## src/hdl/hbcm_pkg.sv

```systemverilog
// shared types, codes and constants of the heartbeat consumer monitor
package hbcm_pkg;

  // node numbering and table geometry
  localparam int NODE_W       = 7;
  localparam int IDX_W        = 6;
  localparam int DEPTH        = 64;
  localparam int MAX_NODE_DEF = 63;

  // field widths
  localparam int ST_W     = 8;
  localparam int HB_W     = 16;
  localparam int CD_W     = 26;
  localparam int PERIOD_W = 16;
  localparam int CNT_W    = 5;

  // operation codes
  localparam logic [1:0] OP_FRAME = 2'd0;
  localparam logic [1:0] OP_TICK  = 2'd1;
  localparam logic [1:0] OP_SET   = 2'd2;
  localparam logic [1:0] OP_READ  = 2'd3;

  // result kinds
  localparam logic [1:0] KIND_BOOT = 2'd0;
  localparam logic [1:0] KIND_WARN = 2'd1;
  localparam logic [1:0] KIND_SET  = 2'd2;
  localparam logic [1:0] KIND_READ = 2'd3;

  // node state codes
  localparam logic [ST_W-1:0] ST_BOOT        = 8'd0;
  localparam logic [ST_W-1:0] ST_OPERATIONAL = 8'd5;
  localparam logic [ST_W-1:0] ST_UNCERTAIN   = 8'd128;
  localparam logic [ST_W-1:0] ST_UNKNOWN     = 8'd255;

  // frame identifier base, upper three bits of 0x700
  localparam logic [2:0] HB_ID_BASE_HI = 3'b111;

  // countdown arithmetic
  localparam logic [CD_W-1:0] CD_ONES   = '1;
  localparam logic [9:0]      US_PER_MS = 10'd1000;
  localparam logic [CNT_W-1:0] DIV_STEPS = 5'd26;
  localparam logic [PERIOD_W-1:0] PERIOD_RESET = 16'd1000;

  // one table entry
  typedef struct packed {
    logic [ST_W-1:0] state;
    logic [HB_W-1:0] hb;
    logic [CD_W-1:0] cd;
  } entry_t;

  localparam int ENTRY_W = $bits(entry_t);

  // one result item
  typedef struct packed {
    logic [1:0]        kind;
    logic [NODE_W-1:0] node;
    logic [ST_W-1:0]   state;
    logic [HB_W-1:0]   ms;
    logic              error;
    logic              last;
  } res_t;

  // sequencer states
  typedef enum logic [2:0] {
    S_IDLE,
    S_LOOK,
    S_DIV,
    S_WB,
    S_EMIT,
    S_TRD,
    S_TMOD,
    S_TEND
  } fsm_t;

  // contents of an entry that was never written
  function automatic entry_t entry_reset(input logic [IDX_W-1:0] idx);
    entry_t e;
    e.state = (idx == '0) ? ST_OPERATIONAL : ST_UNKNOWN;
    e.hb    = '0;
    e.cd    = '0;
    return e;
  endfunction

endpackage

```

## src/hdl/hbcm_ram.sv

```systemverilog
// generic single write, single read port ram with registered read
module hbcm_ram #(
  parameter int WIDTH = 8,
  parameter int DEPTH = 64
) (
  input  logic                     clk,
  input  logic                     we,
  input  logic [$clog2(DEPTH)-1:0] waddr,
  input  logic [WIDTH-1:0]         wdata,
  input  logic                     re,
  input  logic [$clog2(DEPTH)-1:0] raddr,
  output logic [WIDTH-1:0]         rdata
);

  logic [WIDTH-1:0] mem [DEPTH];

  // write port
  always_ff @(posedge clk) begin
    if (we) begin
      mem[waddr] <= wdata;
    end
  end

  // registered read port, holds when not enabled
  always_ff @(posedge clk) begin
    if (re) begin
      rdata <= mem[raddr];
    end
  end

endmodule

```

## src/hdl/hbcm_reload.sv

```systemverilog
// countdown reload unit: 1 + ms * 1000 / period, one quotient bit per cycle
module hbcm_reload (
  input  logic                         clk,
  input  logic                         rst,
  input  logic                         start,
  input  logic [hbcm_pkg::HB_W-1:0]     ms,
  input  logic [hbcm_pkg::PERIOD_W-1:0] period,
  output logic                         done,
  output logic [hbcm_pkg::CD_W-1:0]     value
);

  logic [hbcm_pkg::CD_W-1:0]     dvd;
  logic [hbcm_pkg::PERIOD_W-1:0] rem;
  logic [hbcm_pkg::PERIOD_W-1:0] divisor;
  logic [hbcm_pkg::CNT_W-1:0]    cnt;
  logic [hbcm_pkg::PERIOD_W:0]   trial;
  logic [hbcm_pkg::PERIOD_W:0]   diff;
  logic                          ge;

  // one restoring step
  always_comb begin
    trial = {rem, dvd[hbcm_pkg::CD_W-1]};
    diff  = trial - {1'b0, divisor};
    ge    = (trial >= {1'b0, divisor});
  end

  // step counter and done pulse
  always_ff @(posedge clk) begin
    if (rst) begin
      cnt  <= '0;
      done <= 1'b0;
    end else begin
      done <= (cnt == hbcm_pkg::CNT_W'(1));
      if (start) begin
        cnt <= hbcm_pkg::DIV_STEPS;
      end else if (cnt != '0) begin
        cnt <= cnt - hbcm_pkg::CNT_W'(1);
      end
    end
  end

  // product load, then shift quotient bits in
  always_ff @(posedge clk) begin
    if (start) begin
      dvd     <= hbcm_pkg::CD_W'(ms) * hbcm_pkg::CD_W'(hbcm_pkg::US_PER_MS);
      rem     <= '0;
      divisor <= (period == '0) ? hbcm_pkg::PERIOD_W'(1) : period;
    end else if (cnt != '0) begin
      dvd <= {dvd[hbcm_pkg::CD_W-2:0], ge};
      rem <= ge ? diff[hbcm_pkg::PERIOD_W-1:0] : trial[hbcm_pkg::PERIOD_W-1:0];
    end
  end

  assign value = dvd + hbcm_pkg::CD_W'(1);

endmodule

```

## src/hdl/hbcm_ctrl.sv

```systemverilog
// sequencer: table read-modify-write, tick scan and result register
module hbcm_ctrl #(
  parameter int MAX_NODE = hbcm_pkg::MAX_NODE_DEF
) (
  input  logic                          clk,
  input  logic                          rst,
  // input items
  input  logic                          in_valid,
  output logic                          in_ready,
  input  logic [1:0]                    operation,
  input  logic [10:0]                   can_id,
  input  logic [7:0]                    status_byte,
  input  logic [hbcm_pkg::NODE_W-1:0]   node_id,
  input  logic [hbcm_pkg::HB_W-1:0]     heartbeat_ms,
  // result items
  output logic                          out_valid,
  input  logic                          out_ready,
  output hbcm_pkg::res_t                out_res,
  // table memory
  output logic                          ram_we,
  output logic [hbcm_pkg::IDX_W-1:0]    ram_waddr,
  output logic [hbcm_pkg::ENTRY_W-1:0]  ram_wdata,
  output logic                          ram_re,
  output logic [hbcm_pkg::IDX_W-1:0]    ram_raddr,
  input  logic [hbcm_pkg::ENTRY_W-1:0]  ram_rdata,
  // reload unit
  output logic                          rl_start,
  output logic [hbcm_pkg::HB_W-1:0]     rl_ms,
  input  logic                          rl_done,
  input  logic [hbcm_pkg::CD_W-1:0]     rl_value
);

  localparam logic [hbcm_pkg::NODE_W-1:0] MAX_N = hbcm_pkg::NODE_W'(MAX_NODE);

  hbcm_pkg::fsm_t                state, state_next;
  logic [1:0]                    op_q, op_q_next;
  logic [hbcm_pkg::NODE_W-1:0]   node_q, node_q_next;
  logic [6:0]                    data_q, data_q_next;
  logic [hbcm_pkg::HB_W-1:0]     ms_q, ms_q_next;
  logic [hbcm_pkg::IDX_W-1:0]    addr_q, addr_q_next;
  hbcm_pkg::entry_t              work, work_next;
  hbcm_pkg::res_t                res, res_next;
  logic [hbcm_pkg::NODE_W-1:0]   idx, idx_next;
  logic                          pend_valid, pend_valid_next;
  logic [hbcm_pkg::NODE_W-1:0]   pend_node, pend_node_next;
  logic [hbcm_pkg::DEPTH-1:0]    vld, vld_next;
  hbcm_pkg::res_t                out_res_next;
  logic                          out_valid_next;

  hbcm_pkg::entry_t              rd_entry;
  hbcm_pkg::entry_t              tick_entry;
  hbcm_pkg::res_t                emit_res;
  logic                          emit;
  logic                          slot_free;
  logic                          frame_ok;
  logic                          need_emit;
  logic                          active;
  logic                          hit;
  logic [hbcm_pkg::CD_W-1:0]     dec;

  function automatic logic node_ok(input logic [hbcm_pkg::NODE_W-1:0] n);
    return (n != '0) && (n <= MAX_N);
  endfunction

  // entries never written read as their reset contents
  always_comb begin
    rd_entry = vld[addr_q] ? hbcm_pkg::entry_t'(ram_rdata) : hbcm_pkg::entry_reset(addr_q);
  end

  assign slot_free = !out_valid || out_ready;
  assign in_ready  = (state == hbcm_pkg::S_IDLE);
  assign frame_ok  = (can_id[10:8] == hbcm_pkg::HB_ID_BASE_HI) && !can_id[7]
                     && node_ok(can_id[6:0]);
  assign need_emit = (op_q == hbcm_pkg::OP_SET) || (data_q == 7'd0);

  // tick step on the entry under the scan
  always_comb begin
    active     = (rd_entry.hb != '0) && (rd_entry.cd != '0);
    dec        = rd_entry.cd - hbcm_pkg::CD_W'(1);
    hit        = active && (dec == '0);
    tick_entry.state = hit ? hbcm_pkg::ST_UNCERTAIN : rd_entry.state;
    tick_entry.hb    = rd_entry.hb;
    tick_entry.cd    = dec;
  end

  // next state and outputs
  always_comb begin
    state_next      = state;
    op_q_next       = op_q;
    node_q_next     = node_q;
    data_q_next     = data_q;
    ms_q_next       = ms_q;
    addr_q_next     = addr_q;
    work_next       = work;
    res_next        = res;
    idx_next        = idx;
    pend_valid_next = pend_valid;
    pend_node_next  = pend_node;
    vld_next        = vld;
    ram_re          = 1'b0;
    ram_raddr       = addr_q;
    ram_we          = 1'b0;
    ram_waddr       = addr_q;
    ram_wdata       = work;
    rl_start        = 1'b0;
    rl_ms           = ms_q;
    emit            = 1'b0;
    emit_res        = res;

    case (state)
      hbcm_pkg::S_IDLE: begin
        if (in_valid) begin
          op_q_next   = operation;
          data_q_next = status_byte[6:0];
          ms_q_next   = heartbeat_ms;
          case (operation)
            hbcm_pkg::OP_FRAME: begin
              node_q_next = can_id[6:0];
              if (frame_ok) begin
                ram_re      = 1'b1;
                ram_raddr   = can_id[hbcm_pkg::IDX_W-1:0];
                addr_q_next = can_id[hbcm_pkg::IDX_W-1:0];
                state_next  = hbcm_pkg::S_LOOK;
              end
            end
            hbcm_pkg::OP_TICK: begin
              idx_next        = hbcm_pkg::NODE_W'(1);
              pend_valid_next = 1'b0;
              state_next      = hbcm_pkg::S_TRD;
            end
            hbcm_pkg::OP_SET: begin
              node_q_next = node_id;
              if (node_ok(node_id)) begin
                ram_re      = 1'b1;
                ram_raddr   = node_id[hbcm_pkg::IDX_W-1:0];
                addr_q_next = node_id[hbcm_pkg::IDX_W-1:0];
                state_next  = hbcm_pkg::S_LOOK;
              end else begin
                res_next   = '{kind: hbcm_pkg::KIND_SET, node: node_id, state: '0,
                               ms: '0, error: 1'b1, last: 1'b1};
                state_next = hbcm_pkg::S_EMIT;
              end
            end
            hbcm_pkg::OP_READ: begin
              node_q_next = node_id;
              if (node_id <= MAX_N) begin
                ram_re      = 1'b1;
                ram_raddr   = node_id[hbcm_pkg::IDX_W-1:0];
                addr_q_next = node_id[hbcm_pkg::IDX_W-1:0];
                state_next  = hbcm_pkg::S_LOOK;
              end else begin
                res_next   = '{kind: hbcm_pkg::KIND_READ, node: node_id,
                               state: hbcm_pkg::ST_UNKNOWN, ms: '0, error: 1'b1,
                               last: 1'b1};
                state_next = hbcm_pkg::S_EMIT;
              end
            end
            default: begin
              state_next = hbcm_pkg::S_IDLE;
            end
          endcase
        end
      end

      // entry data is here: decide the update
      hbcm_pkg::S_LOOK: begin
        work_next = rd_entry;
        case (op_q)
          hbcm_pkg::OP_FRAME: begin
            work_next.state = {1'b0, data_q};
            if (rd_entry.hb != '0) begin
              rl_start   = 1'b1;
              rl_ms      = rd_entry.hb;
              state_next = hbcm_pkg::S_DIV;
            end else begin
              state_next = hbcm_pkg::S_WB;
            end
          end
          hbcm_pkg::OP_SET: begin
            work_next.hb = ms_q;
            if (ms_q == '0) begin
              work_next.state = hbcm_pkg::ST_UNKNOWN;
              work_next.cd    = hbcm_pkg::CD_ONES;
              state_next      = hbcm_pkg::S_WB;
            end else begin
              rl_start   = 1'b1;
              rl_ms      = ms_q;
              state_next = hbcm_pkg::S_DIV;
            end
          end
          default: begin
            // read: node zero reports the master state with an error
            res_next   = '{kind: hbcm_pkg::KIND_READ, node: node_q, state: rd_entry.state,
                           ms: (node_q != '0) ? rd_entry.hb : '0,
                           error: (node_q == '0), last: 1'b1};
            state_next = hbcm_pkg::S_EMIT;
          end
        endcase
      end

      // wait for the reload value
      hbcm_pkg::S_DIV: begin
        if (rl_done) begin
          work_next.cd = rl_value;
          state_next   = hbcm_pkg::S_WB;
        end
      end

      // write back, with the reply if there is one
      hbcm_pkg::S_WB: begin
        if (!need_emit || slot_free) begin
          ram_we           = 1'b1;
          vld_next[addr_q] = 1'b1;
          if (need_emit) begin
            emit     = 1'b1;
            emit_res = '{kind: (op_q == hbcm_pkg::OP_SET) ? hbcm_pkg::KIND_SET
                                                           : hbcm_pkg::KIND_BOOT,
                         node: node_q, state: work.state, ms: '0, error: 1'b0,
                         last: 1'b1};
          end
          state_next = hbcm_pkg::S_IDLE;
        end
      end

      hbcm_pkg::S_EMIT: begin
        if (slot_free) begin
          emit       = 1'b1;
          emit_res   = res;
          state_next = hbcm_pkg::S_IDLE;
        end
      end

      // tick scan: read the next node
      hbcm_pkg::S_TRD: begin
        if (idx > MAX_N) begin
          state_next = hbcm_pkg::S_TEND;
        end else begin
          ram_re      = 1'b1;
          ram_raddr   = idx[hbcm_pkg::IDX_W-1:0];
          addr_q_next = idx[hbcm_pkg::IDX_W-1:0];
          state_next  = hbcm_pkg::S_TMOD;
        end
      end

      // tick scan: count down; a warning is held until the next one shows
      hbcm_pkg::S_TMOD: begin
        if (!(hit && pend_valid && !slot_free)) begin
          if (active) begin
            ram_we           = 1'b1;
            ram_wdata        = tick_entry;
            vld_next[addr_q] = 1'b1;
          end
          if (hit) begin
            if (pend_valid) begin
              emit     = 1'b1;
              emit_res = '{kind: hbcm_pkg::KIND_WARN, node: pend_node,
                           state: hbcm_pkg::ST_UNCERTAIN, ms: '0, error: 1'b0,
                           last: 1'b0};
            end
            pend_node_next  = idx;
            pend_valid_next = 1'b1;
          end
          idx_next   = idx + hbcm_pkg::NODE_W'(1);
          state_next = hbcm_pkg::S_TRD;
        end
      end

      // tick scan done: the held warning is the final item
      hbcm_pkg::S_TEND: begin
        if (!pend_valid) begin
          state_next = hbcm_pkg::S_IDLE;
        end else if (slot_free) begin
          emit            = 1'b1;
          emit_res        = '{kind: hbcm_pkg::KIND_WARN, node: pend_node,
                              state: hbcm_pkg::ST_UNCERTAIN, ms: '0, error: 1'b0,
                              last: 1'b1};
          pend_valid_next = 1'b0;
          state_next      = hbcm_pkg::S_IDLE;
        end
      end

      default: begin
        state_next = hbcm_pkg::S_IDLE;
      end
    endcase
  end

  // output register
  always_comb begin
    out_res_next   = out_res;
    out_valid_next = out_valid;
    if (emit) begin
      out_res_next   = emit_res;
      out_valid_next = 1'b1;
    end else if (out_ready) begin
      out_valid_next = 1'b0;
    end
  end

  // control registers
  always_ff @(posedge clk) begin
    if (rst) begin
      state      <= hbcm_pkg::S_IDLE;
      pend_valid <= 1'b0;
      vld        <= '0;
      out_valid  <= 1'b0;
    end else begin
      state      <= state_next;
      pend_valid <= pend_valid_next;
      vld        <= vld_next;
      out_valid  <= out_valid_next;
    end
  end

  // payload registers
  always_ff @(posedge clk) begin
    op_q      <= op_q_next;
    node_q    <= node_q_next;
    data_q    <= data_q_next;
    ms_q      <= ms_q_next;
    addr_q    <= addr_q_next;
    work      <= work_next;
    res       <= res_next;
    idx       <= idx_next;
    pend_node <= pend_node_next;
    out_res   <= out_res_next;
  end

endmodule

```

## src/hdl/heartbeat_consumer_monitor_unit.sv

```systemverilog
// top level of the heartbeat consumer monitor
//
// Keeps state code, heartbeat time and tick countdown of nodes 1..MAX_NODE in one
// 64-entry table ram; one item is worked at a time. A set or frame that reloads the
// countdown waits on the bit-serial reload divider (26 quotient bits, one per cycle);
// a read, a set to an invalid node, a set with zero time, a frame from an unmonitored
// node and a foreign frame do not use it. A timer tick walks the table node by node,
// reading each entry and writing it back when its countdown runs. A full result
// register that is not taken stalls the item. Entries reset through per-entry valid
// bits, so the block takes items right after reset with no clearing pass. The tick
// period register may be written only while the block is idle.
module heartbeat_consumer_monitor_unit #(
  parameter int MAX_NODE = hbcm_pkg::MAX_NODE_DEF
) (
  input  logic                          clk,
  input  logic                          rst,
  // configuration
  input  logic                          cfg_valid,
  output logic                          cfg_ready,
  input  logic [hbcm_pkg::PERIOD_W-1:0] tick_period_us,
  // input items
  input  logic                          in_valid,
  output logic                          in_ready,
  input  logic [1:0]                    operation,
  input  logic [10:0]                   can_id,
  input  logic [7:0]                    status_byte,
  input  logic [hbcm_pkg::NODE_W-1:0]   node_id,
  input  logic [hbcm_pkg::HB_W-1:0]     heartbeat_ms,
  // result items
  output logic                          out_valid,
  input  logic                          out_ready,
  output logic [1:0]                    kind,
  output logic [hbcm_pkg::NODE_W-1:0]   event_node,
  output logic [hbcm_pkg::ST_W-1:0]     node_state_out,
  output logic [hbcm_pkg::HB_W-1:0]     heartbeat_ms_out,
  output logic                          error,
  output logic                          last
);

  logic [hbcm_pkg::PERIOD_W-1:0] period;
  hbcm_pkg::res_t                out_res;
  logic                          ram_we;
  logic [hbcm_pkg::IDX_W-1:0]    ram_waddr;
  logic [hbcm_pkg::ENTRY_W-1:0]  ram_wdata;
  logic                          ram_re;
  logic [hbcm_pkg::IDX_W-1:0]    ram_raddr;
  logic [hbcm_pkg::ENTRY_W-1:0]  ram_rdata;
  logic                          rl_start;
  logic [hbcm_pkg::HB_W-1:0]     rl_ms;
  logic                          rl_done;
  logic [hbcm_pkg::CD_W-1:0]     rl_value;

  // tick period register
  assign cfg_ready = 1'b1;

  always_ff @(posedge clk) begin
    if (rst) begin
      period <= hbcm_pkg::PERIOD_RESET;
    end else if (cfg_valid) begin
      period <= tick_period_us;
    end
  end

  // node table
  hbcm_ram #(
    .WIDTH (hbcm_pkg::ENTRY_W),
    .DEPTH (hbcm_pkg::DEPTH)
  ) u_table (
    .clk   (clk),
    .we    (ram_we),
    .waddr (ram_waddr),
    .wdata (ram_wdata),
    .re    (ram_re),
    .raddr (ram_raddr),
    .rdata (ram_rdata)
  );

  // countdown reload divider
  hbcm_reload u_reload (
    .clk    (clk),
    .rst    (rst),
    .start  (rl_start),
    .ms     (rl_ms),
    .period (period),
    .done   (rl_done),
    .value  (rl_value)
  );

  // sequencer
  hbcm_ctrl #(
    .MAX_NODE (MAX_NODE)
  ) u_ctrl (
    .clk          (clk),
    .rst          (rst),
    .in_valid     (in_valid),
    .in_ready     (in_ready),
    .operation    (operation),
    .can_id       (can_id),
    .status_byte  (status_byte),
    .node_id      (node_id),
    .heartbeat_ms (heartbeat_ms),
    .out_valid    (out_valid),
    .out_ready    (out_ready),
    .out_res      (out_res),
    .ram_we       (ram_we),
    .ram_waddr    (ram_waddr),
    .ram_wdata    (ram_wdata),
    .ram_re       (ram_re),
    .ram_raddr    (ram_raddr),
    .ram_rdata    (ram_rdata),
    .rl_start     (rl_start),
    .rl_ms        (rl_ms),
    .rl_done      (rl_done),
    .rl_value     (rl_value)
  );

  // result fields
  assign kind             = out_res.kind;
  assign event_node       = out_res.node;
  assign node_state_out   = out_res.state;
  assign heartbeat_ms_out = out_res.ms;
  assign error            = out_res.error;
  assign last             = out_res.last;

endmodule

```

## config.mk

```make
export PLATFORM = sky130hd
export DESIGN_NAME = heartbeat_consumer_monitor_unit
export DESIGN_NICKNAME = d
export VERILOG_FILES = /design/src/hdl/hbcm_pkg.sv /design/src/hdl/hbcm_ram.sv /design/src/hdl/hbcm_reload.sv /design/src/hdl/hbcm_ctrl.sv /design/src/hdl/heartbeat_consumer_monitor_unit.sv
export SDC_FILE = /design/constraint.sdc
export NUM_CORES = 2
export LEC_CHECK = 0
export BUFFER_PORTS_ARGS = -buffer_cell sky130_fd_sc_hd__buf_2
export CAP_MARGIN = 20
export CORE_MARGIN = 2
export CORE_UTILIZATION = 35
export DETAILED_ROUTE_END_ITERATION = 10
export PLACE_DENSITY = 0.52
export SLEW_MARGIN = 20
export SYNTH_ARGS = -nofsm -noshare
export SYNTH_HDL_FRONTEND = slang
export SYNTH_SLANG_ARGS = --single-unit
```

## constraint.sdc

```tcl
create_clock -name clk -period 9.4 [get_ports clk]
set_clock_uncertainty 0.15 [all_clocks]
set_input_delay 0.94 -clock clk [delete_from_list [all_inputs] [get_ports clk]]
set_output_delay 0.94 -clock clk [all_outputs]
set_load 0.05 [all_outputs]
```

Word level (Yosys, flattened, before mapping)
Memory sizes are Yosys's and may differ from the RTL's. A register that Yosys moved wholly into a read port is not among the register bits.
Cells that the tools add are included.
Operators by class
  bitwise logic cells: 2
  add/sub/neg operators: 5
  $lt $le $gt $ge: 6
  reductions and logical operators: 51
  shift operators: 0
  multipliers: 1
  multiplexer cells: 105
  equal/unequal tests: 25
  divide/modulo/power cells: 0
Operators by type and width (number)
  two-way mux 35 bit: 11
  two-way mux 50 bit: 4
  two-way mux 64 bit: 3
  case mux 35 bit (2 select lines): 2
  case mux 64 bit (2 select lines): 1
  case mux 35 bit (3 select lines): 1
  two-way mux 26 bit: 4
  two-way mux 16 bit: 5
  OR 64 bit: 1
  case mux 26 bit (2 select lines): 1
  two-way mux 42 bit: 1
  two-way mux 1 bit: 33
  logical NOT 16 bit: 2
  two-way mux 6 bit: 5
  case mux 7 bit (2 select lines): 2
  two-way mux 3 bit: 9
  adder 26 x 1 -> 26 bit, second input constant: 1
  logical NOT 26 bit: 1
  nonzero test 26 bit: 1
  subtractor 26 x 1 -> 26 bit, second input constant: 1
  two-way mux 8 bit: 3
  case mux 3 bit (8 select lines): 1
  multiplier 16 x 7 -> 23 bit, second input constant: 1
  two-way mux 7 bit: 3
  other kinds (50): 98
Word-level totals
  bits in latches: 0
  register bits after elaboration: 321
  memory bits (writable): 3200
  bits in read-only memories: 0
  memories kept: 1
Memories
  u_table.mem: depth 64, bits a word 50, read ports 1, clocked after memory_dff 1, wr ports 1, line hbcm_ram.sv:15  | logic [WIDTH-1:0] mem [DEPTH];

Longest topological paths before layout
  depth in word-level cells: 12
  mapped depth: 33

By module
From an unflattened synthesis, not the netlist that was laid out.
Unflattened totals
  cell total of the unflattened synthesis: 7110
  area, all modules: 142485.4 µm²
Modules (own cells, without submodules)
  hbcm_ram: sequential area each 97593.6 µm², cells an instance 5086, area an instance 122861.6 µm², times used 1
  hbcm_ctrl: sequential area each 6426.2 µm², cells an instance 1204, area an instance 12102.9 µm², times used 1
  hbcm_reload: sequential area each 1671.6 µm², cells an instance 766, area an instance 6909.1 µm², times used 1
  heartbeat_consumer_monitor_unit: sequential area each 320.3 µm², cells an instance 54, area an instance 611.8 µm², times used 1

Least setup slack after synthesis
No wires, ideal clock.
  path kind: reg2reg
  start point: register u_ctrl.addr_q (netlist bit u_ctrl.ram_waddr[0])
  end point: memory u_table.mem[1][0] (netlist bit), enable pin
  arrival: 8.406 ns
  stages on the path, launching flop included: 23
  data required time: 8.730 ns
  slack: 0.324 ns
  clock period less this slack: 9.076 ns
  cells stage by stage: dfxtp_1 > buf_4 > mux4_2 > mux4_2 > nand3b_1 > o211ai_2 > or3_1 > buf_2 > clkbuf_1 > clkbuf_1 > nand2_1 > ha_1 > nor4b_1 > nand2_1 > or3_1 > xor2_1 > nand3_1 > nor2_1 > o2111a_1 > o31a_4 > buf_6 > buf_2 > nor3_1
On the way
  longest elaborated chain between the ends: 12
Ends and longest elaborated chain
  start: declaration: line hbcm_ctrl.sv:40  | logic [hbcm_pkg::IDX_W-1:0] addr_q, addr_q_next;
  start signal: assignment: line hbcm_ctrl.sv:321  | addr_q <= addr_q_next;
  binary-select mux 1 bit (select 6 bit): line hbcm_ctrl.sv:67  | rd_entry = vld[addr_q] ? hbcm_pkg::entry_t'(ram_rdata) : hbcm_pkg::entry_reset(addr_q);
  two-way mux 1 bit (implied by the code): line hbcm_ctrl.sv:67
  two-way mux 50 bit: line hbcm_ctrl.sv:67
  subtractor 26 x 1 -> 26 bit, or another cell as far along: line hbcm_ctrl.sv:79  | dec = rd_entry.cd - hbcm_pkg::CD_W'(1);
  logical NOT 26 bit / logical AND 1 bit (equally long branches): line hbcm_ctrl.sv:80, hbcm_ctrl.sv:78
  logical AND 1 bit: line hbcm_ctrl.sv:80  | hit = active && (dec == '0);
  logical AND 1 bit (2 in series): line hbcm_ctrl.sv:247  | if (!(hit && pend_valid && !slot_free)) begin
  two-way mux 1 bit: line hbcm_ctrl.sv:247
  case mux 1 bit (2 select lines): line hbcm_ctrl.sv:110  | case (state)
  two-way mux 1 bit: line hbcm_ram.sv:19  | if (we) begin
  two-way mux 1 bit (implied by the code): line hbcm_ram.sv:20  | mem[waddr] <= wdata;
  end: declaration: line hbcm_ram.sv:15
Several ways; a longest one is shown, not always the timed one. The select of a mux whose other input is x is not followed.

Worst setup path in the final report
  start point: register u_ctrl.addr_q (netlist bit u_ctrl.ram_waddr[0])
  end point: register u_reload.dvd[25] (netlist bit), data pin
On the way
  longest elaborated chain between the ends: 9
Ends and longest elaborated chain
  binary-select mux 1 bit (select 6 bit) (*): line hbcm_ctrl.sv:67
  two-way mux 1 bit (implied by the code) (*): line hbcm_ctrl.sv:67
  two-way mux 50 bit (*): line hbcm_ctrl.sv:67
  nonzero test 16 bit: line hbcm_ctrl.sv:171  | if (rd_entry.hb != '0) begin
  two-way mux 16 bit: line hbcm_ctrl.sv:171
  two-way mux 16 bit
  two-way mux 16 bit: line hbcm_ctrl.sv:110
  multiplier 16 x 7 -> 23 bit: line hbcm_reload.sv:45  | dvd <= hbcm_pkg::CD_W'(ms) * hbcm_pkg::CD_W'(hbcm_pkg::US_PER_MS);
  two-way mux 26 bit (*): line hbcm_reload.sv:44  | if (start) begin
  end signal: assignment: line hbcm_reload.sv:45
  end signal: assignment: line hbcm_reload.sv:49  | dvd <= {dvd[hbcm_pkg::CD_W-2:0], ge};
  end: declaration: line hbcm_reload.sv:12  | logic [hbcm_pkg::CD_W-1:0] dvd;
Mark *: on every way between the ends. The rest lies on a longest branch, timed or not. The select of a mux whose other input is x is not followed.
A chain may end at the register's enable or synchronous reset.

==> results.py <==
metrics = {
    "sta": {
        "rsz0062_at_grt": "false",
        "fin_crit_sh_pct": 92.0,
        "finalHoldViolCount": 0,
        "drv_slew": 0,
        "worstMarginPinSlew_ps": 1240,
        "maxSlewHeadroom_pct": 17.1,
        "period_minus_slack_ps": 8640,
        "finalSetupViolCount": 0,
        "setup_tns_ps": 0,
        "fmax_mhz": 116,
    },
    "floorplan": {
        "num_rows": 233,
        "die_h_um": 639,
        "core_area_mm2": 0.402,
        "die_w_um": 639,
        "dieArea_mm2": 0.408,
        "ios": 103,
        "floorplan.initialDensity_pct": 35.1,
    },
    "synthesis": {
        "synth-edff-count": 3453,
        "synth_seq_cells": 3569,
        "synthFlopType": "edfxtp_1",
        "yosysTopAreaCellShare_pct": 73.4,
        "synthesis.nets": 7349,
        "seq_area_frac_synth_pct": 75.1,
        "synth_compound_area_share_pct": 5.16,
        "async_flop_share_pct": 0,
        "synthTopCellsByArea": "edfxtp_1 (73%), mux4_2 (13%), a22oi_1 (2.1%), dfxtp_1 (1.6%), a21oi_1 (1.0%)",
        "synth_cells": 7162,
        "synth_fa_ha_area_share_pct": 1.35,
        "synth_area_mm2": 0.141,
        "synth_top_family_by_area": "multiplexers",
        "muxShareOfSynthArea_pct": 13.1,
        "avgSynthCellArea_um2": 19.7,
        "yosys.area.top_type": "edfxtp_1",
        "yosys.area_share.simple_pct": 2.97,
        "yosysMostFrequentCell": "edfxtp_1",
        "yosys-top-cells-count": "edfxtp_1 (3,453), mux4_2 (798), a22oi_1 (392)",
        "yosys_warnings": 0,
        "synth_xor_area_share_pct": 0.515,
        "synth.distinct_cells": 93,
    },
    "cts": {
        "clock-sinks": 3569,
        "clk_path_buf_depth": 4,
        "insertion_delay_ps": 980,
        "path_clk_slew_ps": 60,
        "cts-htree-levels": 5,
        "cts_tree": "built",
        "cts_root_buffer": "clkbuf_16",
        "cts_buffers": 367,
        "post-cts-setup-buffer-count": 0,
    },
    "critical_path": {
        "crit_fanout": 21,
        "crit_arrival_ps": 9160,
        "r2r_slack_ps": 760,
        "crit_required_ps": 9920,
        "cp-start-kind": "register",
        "critical_path_class": "register to register",
        "setup.worst_path.end_class": "register",
    },
    "routing": {
        "drt-met1-wl_um": 173000,
        "highest_layer": "met5",
        "first_pass_iters": 6,
        "postRouteAntennaNets": 0,
        "drt_iter0_drc": 8601,
        "routed_wl_um": 414000,
        "num_vias": 73800,
        "route.met2.wl_um": 200000,
        "wl_per_cell_um": 31.6,
        "wl_met3_um": 30400,
        "drt-vias-per-instance": 5.63,
        "drc": 0,
    },
    "global_route": {
        "grt_pass1_wl_um": 579000,
        "gr-total-overflow": 0,
        "grt_max_degree": 98,
        "grt_pass1_vias": 75000,
        "grt_usage_pct": 19.9,
        "grt_antenna_before_repair": 30,
    },
    "power": {
        "peakVddDrop_mv": 0.282,
        "power_density_mw_per_mm2": 311,
        "p_leak_nw": 51.0,
    },
    "layout": {
        "fin_nets": 7695,
        "finalNonFillerCells": 13100,
        "drive_gt1_share_pct": 23.8,
        "areaGrowthSynthToFinish_pct": 14.9,
    },
    "hold_path": {
        "hold_path.class": "input port to register",
    },
    "place": {
        "dp.cells": 12400,
        "io_buffers": 100,
        "gp_congestion": 0.822,
        "dp_hpwl_um": 234000,
    },
    "run_status": {
        "status": "complete, no violations",
    },
    "flow_run": {
        "drv.max_cap_violation_count": 0,
    },
}
report_power, final:
part           switching [mW]  leakage, nW  internal (mW)
logic                    10.3         13.2           6.18
registers               0.450         32.1           19.1
clock network            6.29         5.72           8.08
total                    17.1         51.0           33.4
layout make-up:
class                   instances  area (µm²)
repair buffers                412        3600
inverters                     187         711
clock buffers                 451        9660
well taps                    5287        6620
clock inverters               229        2130
flip-flops and latches       3569      106000
fillers                     35500      240000
multi-input cells            2971       33500
diodes                          7        17.5
worst max-delay path, stage by stage, from the launching register on:
cell and delay, ps:
dfxtp_1 540, buf_4 320, mux2i_1 240, o22ai_1 90
o41ai_1 440, o22ai_1 250, or3_2 650, nand4_1 390
nor2_1 110, a21oi_1 460, xor2_1 330, ha_1 200
nor2_1 60, fa_1 570, fa_1 450, fa_1 520
inv_1 40, ha_1 330, o21a_1 190, nor2_1 120
o31ai_1 110, o41ai_1 540, o21ai_0 310, a31o_2 330
a21o_1 180, a21oi_1 180, xnor2_1 130, o21ai_0 90
flip-flops by register name, indices dropped and copies added (netlist names), 26 cells and up:
signal	flops
u_ctrl.res	33
u_table.mem	3200
u_table.rdata	50
u_ctrl.work	50
u_reload.dvd	26
u_ctrl.vld	64
u_ctrl.out_res	35
worst paths after layout:
kind,startpoint,end,cells after the start
max reg2reg,u_ctrl.ram_waddr[0],u_reload.dvd[25],27
min reg2reg,period[7],u_reload.divisor[7],0
min,tick_period_us[6],period[6],2
max,u_ctrl.ram_waddr[0],u_reload.dvd[25],27
logic make-up (layout without fill, tap and decap cells):
| logic type | after synthesis | count (layout) |
|---|---|---|
| AND/OR/NAND/NOR | 829 | 829 |
| flip-flops | 3569 | 3569 |
| buffers and inverters | 622 | 1279 |
| XOR/XNOR | 83 | 83 |
| multiplexers | 845 | 845 |
| AO/OA/AOI/OAI | 1090 | 1090 |
| other | 1 | 8 |
| adder cells (fa/ha/maj) | 123 | 123 |
cells in the final DEF, fill, tap and decap left out, drive strengths merged, types with 15 or more instances in the layout:
cell type / count
buf: 384
o22ai: 64
a21oi: 298
clkbuf: 451
edfxtp: 3453
nor4: 32
and2: 31
nand4: 15
xnor2: 56
inv: 199
o211ai: 17
clkinvlp: 15
mux4: 798
dlygate4sd3: 28
o21a: 20
nand2: 243
a22oi: 392
nor2: 174
dfxtp: 116
and3: 29
mux2i: 36
a211oi: 46
clkinv: 176
nand3: 85
bufinv: 26
o21ai: 102
or3: 22
a21o: 34
nor2b: 20
nand3b: 20
nor3: 57
fa: 49
or4: 51
xor2: 27
ha: 73
layer usage:
metal,GRT usage (%),vias to the layer above
met3,3.18,548
met1,27.5,40000
met2,32.6,2922
li1,-,30300
met4,5.32,6
met5,0,-
metrics by stage:
stage	hold WS [ps]	instance area (µm²)	util [%]	setup WS (ps)	power (mW)
after global routing	53.5	162000	40.4	82.5	52.7
after global placement	292	150000	37.3	236	36.4
after floorplan	280	141000	-	324	30.6
after detailed placement	299	150000	37.3	469	36.4
after CTS	6.86	162000	40.3	377	50.9
final	70.4	162000	40.4	756	50.4
timing repair:
action / CTS / global route
hold endpoints to repair: 28 / 0
setup endpoints to repair: 0 / 2
hold buffers: 28 / 0
resized for setup: 0 / 2
Note: power is estimated with default switching activity, not from simulation.
